===== config.mk =====
export PLATFORM = sky130hd
export DESIGN_NAME = osr_cell
export DESIGN_NICKNAME = d
export VERILOG_FILES = /design/src/hw/rtl/osr_pkg.sv /design/src/hw/rtl/osr_cell.sv
export SDC_FILE = /design/constraint.sdc
export NUM_CORES = 1
export LEC_CHECK = 0
export BUFFER_PORTS_ARGS = -buffer_cell sky130_fd_sc_hd__buf_4
export CORE_ASPECT_RATIO = 2
export CORE_MARGIN = 8
export CORE_UTILIZATION = 45
export DETAILED_ROUTE_END_ITERATION = 7
export GPL_TIMING_DRIVEN = 1
export PLACE_DENSITY = 0.71
export SLEW_MARGIN = 0
export SYNTH_ARGS = -nofsm -noshare
export SYNTH_HDL_FRONTEND = slang
export SYNTH_SLANG_ARGS = --single-unit

===== constraint.sdc =====
create_clock -name i_clk -period 3.2 [get_ports i_clk]
set_clock_uncertainty 0.15 [all_clocks]
set_input_delay 0.16 -clock i_clk [delete_from_list [all_inputs] [get_ports i_clk]]
set_output_delay 0.16 -clock i_clk [all_outputs]
set_load 0.1 [all_outputs]

===== src/hw/rtl/osr_pkg.sv =====
// Shared types and constants for the owner slot table.
// Used by the interfaces, the slot cell and the top level.
`default_nettype none
package osr_pkg;

    localparam int ID_W     = 23;
    localparam int MODE_W   = 2;
    localparam int STATUS_W = 2;
    localparam int SLOT_W   = 4;
    localparam int STAMP_W  = 64;
    // The table holds at most 256 slots, so a slot number fits in eight bits.
    localparam int SLOT_IDX_W = 8;

    typedef enum logic [MODE_W-1:0] {
        MODE_ACQUIRE = 2'd0,
        MODE_RELEASE = 2'd1,
        MODE_CLEAR   = 2'd2,
        MODE_NOP     = 2'd3
    } t_mode;

    typedef enum logic [STATUS_W-1:0] {
        ST_OK        = 2'd0,
        ST_NOT_FOUND = 2'd1,
        ST_FULL      = 2'd2,
        ST_NOT_OWNER = 2'd3
    } t_status;

    // Search result that travels down the row of slot cells.
    typedef struct packed {
        logic                  match_hit;
        logic [SLOT_IDX_W-1:0] match_idx;
        logic                  never_hit;
        logic [SLOT_IDX_W-1:0] never_idx;
        logic                  old_hit;
        logic [SLOT_IDX_W-1:0] old_idx;
        logic [STAMP_W-1:0]    old_stamp;
    } t_scan;

    // Write command broadcast from the controller to every cell.
    typedef struct packed {
        logic                  en;
        logic [SLOT_IDX_W-1:0] idx;
        logic                  set_owner;
        logic [ID_W-1:0]       owner;
        logic                  set_stamp;
        logic [STAMP_W-1:0]    stamp;
    } t_cell_wr;

endpackage
`default_nettype wire


===== src/hw/rtl/osr_cell.sv =====
// One slot of the table: owner and release stamp, plus one stage of the search chain.
// Depends on osr_pkg for the scan and write structs.
`default_nettype none
module osr_cell #(
    parameter int INDEX = 0
) (
    input  wire logic               i_clk,
    input  wire logic               i_rst_n,
    input  wire logic [osr_pkg::ID_W-1:0] i_id,
    input  wire osr_pkg::t_scan     i_carry,
    output osr_pkg::t_scan          o_carry,
    input  wire osr_pkg::t_cell_wr  i_wr
);
    import osr_pkg::*;

    localparam logic [SLOT_IDX_W-1:0] MyIdx = SLOT_IDX_W'(INDEX);

    logic [ID_W-1:0]    r_owner;
    logic [STAMP_W-1:0] r_stamp;
    t_scan              r_carry;
    t_scan              n_carry;
    logic               w_free;

    assign w_free = (r_owner == '0);

    // Merge this slot into the search result handed on from the previous cell.
    always_comb begin
        n_carry = i_carry;
        if (!i_carry.match_hit && r_owner == i_id) begin
            n_carry.match_hit = 1'b1;
            n_carry.match_idx = MyIdx;
        end
        if (w_free && r_stamp == '0) begin
            if (!i_carry.never_hit) begin
                n_carry.never_hit = 1'b1;
                n_carry.never_idx = MyIdx;
            end
        end else if (w_free && r_stamp < i_carry.old_stamp) begin
            // Strict compare keeps the lowest index on ties and never picks all ones.
            n_carry.old_hit   = 1'b1;
            n_carry.old_idx   = MyIdx;
            n_carry.old_stamp = r_stamp;
        end
    end

    // Search stage register toward the next cell.
    always_ff @(posedge i_clk) begin
        r_carry <= n_carry;
    end

    assign o_carry = r_carry;

    // Slot contents, written when the broadcast command names this slot.
    always_ff @(posedge i_clk) begin
        if (!i_rst_n) begin
            r_owner <= '0;
            r_stamp <= '0;
        end else if (i_wr.en && i_wr.idx == MyIdx) begin
            if (i_wr.set_owner) begin
                r_owner <= i_wr.owner;
            end
            if (i_wr.set_stamp) begin
                r_stamp <= i_wr.stamp;
            end
        end
    end
endmodule
`default_nettype wire


==> out/results.tsv <==
stage	metric	value	unit
power	maximum VDD drop	0.295	mV
sta	final critical-path required period	3010	ps
floorplan	core area	18100	um2
synthesis	Post-Syn Instances	832	
detailed_routing	Final ANT Viol Nets	0	
sta	Slew headroom	45.5	%
clock_tree	CTS buffer count	17	
floorplan	die width	112	um
global_routing	number of global-route vias before repair	8689	
setup_path	most frequent CP cell	a21o_1	
floorplan	Initial Utilization	45.5	%
layout	Post-layout nets	1595	
clock_tree	CTS tree	yes	
setup_path	Setup CP Type	in -> reg	
synthesis	Synth top area share	43.2	%
global_routing	All-Layer GR Usage	24.9	%
setup_path	R2R Setup Slk	230	ps
setup_path	CP max FO	20	
floorplan	FP Rows	70	
placed_design	Port Buffers	304	
setup_path	Critical Path AT	3170	ps
power	Leak	0.00650	uW
worst_hold_path	HP Class	in -> reg	
synthesis	post-synthesis sequential area ratio	43.2	%
global_routing	initial antenna violation count	1	
synthesis	Seq cells post-synth	178	
sta	Final Cycle Share	94.2	%
floorplan	full die area	23200	um2
clock_tree	CTS H-tree lvls	4	
synthesis	yosys warns	0	
detailed_routing	via count	7792	
layout	Layout area overhead	59.2	%
layout	Non-Filler Cell Area, Final	13100	um2
sta	RSZ-0062 raised after global routing	false	
detailed_routing	final wirelength	29000	um
setup_path	crit path capture type	register	
placed_design	DP Wirelength	20600	um
clock_tree	Post-CTS Repair Setup Buffers	0	
synthesis	Avg Cell Area, Syn	9.92	um2
clock_tree	worst skew pair latency	430	ps
detailed_routing	residual DRC count	0	
clock_tree	Clock transition at path regs	70	ps
synthesis	post-synth cell types	43	
setup_path	CP Launch Point	i_carry[9]	
synthesis	Post-synth ARST share	0	%
clock_tree	Max Root-Sink Buffers	2	
sta	Slew @ Worst Pin	817	ps
synthesis	leading area contributor after synthesis	dfxtp_1	
worst_hold_path	Worst Hold Path EP	r_stamp[24]	
setup_path	CP max-delay cell	dlygate4sd3_1	
detailed_routing	drt wl/cell	18.8	um
global_routing	first-pass GRT wire length	45200	um
floorplan	IO Pins	305	
setup_path	type of origin of the critical path	input pin	
synthesis	Post-synth EDFFs	0	
detailed_routing	drt initial violations	252	
detailed_routing	DR vias/cell	5.05	
placed_design	routability cong.	0.834	
setup_path	data required time of the worst path	3350	ps
global_routing	largest net degree at the start of global routing	88	
clock_tree	clock sinks	178	
power	Cell Pwr Density	435	nW/um2
synthesis	Post-Syn Area	8250	um2
setup_path	R2R cell count	9	
job	Max Cap Violations	0	
sta	Slew Viols, Final	0	
sta	FMAX	332	MHz
setup_path	slowest stage delay, CP	560	ps
placed_design	placed instance area	10800	um2
detailed_routing	TritonRoute pass-1 iters	4	
outcome	outcome	finished clean	
synthesis	Post-synth top flop	dfxtp_1	
synthesis	largest cells by area after synthesis	dfxtp_1 (43%), mux2_4 (9.8%), ha_1 (9.6%), nand2_1 (6.6%), a21boi_1 (5.5%)	
synthesis	syn_nets	1109	
setup_path	worst path cell trace	dlygate4sd3_1 > buf_4 > inv_1 > ha_1 > a21o_1 > a21o_1 > a221oi_1 > o21ai_2 > a2111oi_4 > o211ai_4 > buf_6 > mux2_1	
sta	setup TNS	0	ps
worst_hold_path	min-delay src	i_rst_n	
setup_path	Reg-to-Reg End	o_carry[42]	
sta	final hold vios	0	
setup_path	worst reg2reg startpoint	r_stamp[19]	
global_routing	grt ovf	0	
worst_hold_path	Min-Delay Path Depth	2	
sta	Final setup violation count	0	
layout	share of layout cells above drive strength 1	31.0	%
floorplan	die height	207	um
clock_tree	root buf cell	clkbuf_16	
## sequential cells by signal, summed over array words and instances, names as in the netlist
name / flops
o_carry: 91
r_stamp: 64
r_owner: 23
## logic make-up after synthesis
logic type	share of synthesized area [%]
compound gates	10.2
xor+xnor	2.44
fa+ha+maj	9.55
buf+inv	4.97
flops	43.2
mux	14.0
simple gates	15.7
## worst max-delay path by stage
stage                       end  cells past startpoint  slack, ps
CTS                 o_carry[42]                     12          1
floorplan           o_carry[63]                      9        560
global route        o_carry[42]                     12         60
finish              o_carry[42]                     12        190
global placement    o_carry[42]                      9        120
detailed placement  o_carry[42]                      9         70
## layout by cell type, fill, tap and decap left out, types with 19 or more instances in the layout
cell type | Yosys | layout
buf_4 | 0 | 317
dlygate4sd3_1 | 0 | 178
dfxtp_1 | 178 | 178
nand2_1 | 146 | 145
inv_1 | 66 | 66
ha_1 | 63 | 63
a21boi_1 | 60 | 60
mux2_4 | 54 | 54
nor2b_1 | 32 | 32
nor4_1 | 30 | 30
mux2i_1 | 23 | 23
xor2_1 | 19 | 19
## critical path, delay by kind of cell
kind | cells | cell delay [ps]
AOI/OAI and AO/OA | 6 | 1390
buffers and inverters | 4 | 970
muxes | 1 | 350
adders and majority gates | 1 | 300
## Yosys cell counts (10+ instances only)
cell type	number
inv_1	66
clkbuf_1	21
xor2_1	19
nand4_1	17
mux2_4	54
nor4_1	30
mux2i_1	23
ha_1	63
a21oi_1	17
and2_1	17
dfxtp_1	178
a21boi_1	60
nor2b_1	32
nor2_1	10
nand2_1	146
## cell type report
| cell class | instances | area, um2 |
|---|---|---|
| Fill cell | 1232 | 4990 |
| Multi-Input combinational cell | 557 | 4300 |
| Timing Repair Buffer | 498 | 4210 |
| Sequential cell | 178 | 3560 |
| Clock buffer | 21 | 460 |
| Tap cell | 216 | 270 |
| Inverter | 66 | 248 |
| Clock inverter | 6 | 85.1 |
| Antenna cell | 1 | 2.50 |
## layer usage
| metal | wire length, um | vias to the layer above | global-route usage (%) |
|---|---|---|---|
| met5 | 0 | - | 0 |
| met3 | 1540 | 77 | 5.97 |
| met2 | 16300 | 282 | 48.3 |
| met1 | 9640 | 3642 | 22.2 |
| met4 | 1520 | 0 | 15.4 |
| li1 | - | 3791 | - |
## power by group
part | internal (uW) | switching (uW)
Combinational | 546 | 829
Sequential | 2300 | 29.1
Clock | 1170 | 844
## through the flow
step	utilization (%)	hold WS [ps]	total power [uW]	cells	setup WS, ps
after floorplan	-	111	3150	832	560
after global placement	59.5	199	3540	1337	115
after detailed placement	59.5	198	3550	1337	66.9
after CTS	72.3	219	5740	1542	1.38
after global routing	72.5	227	5890	1543	57.2
final	72.5	214	5710	1543	185
## timing repair
action / in CTS / in global routing
hold buffers: 178 / 0
hold endpoints to repair: 178 / 0
setup endpoints to repair: 0 / 21
resized for setup: 0 / 4
Power figures use the tool's default switching activity.
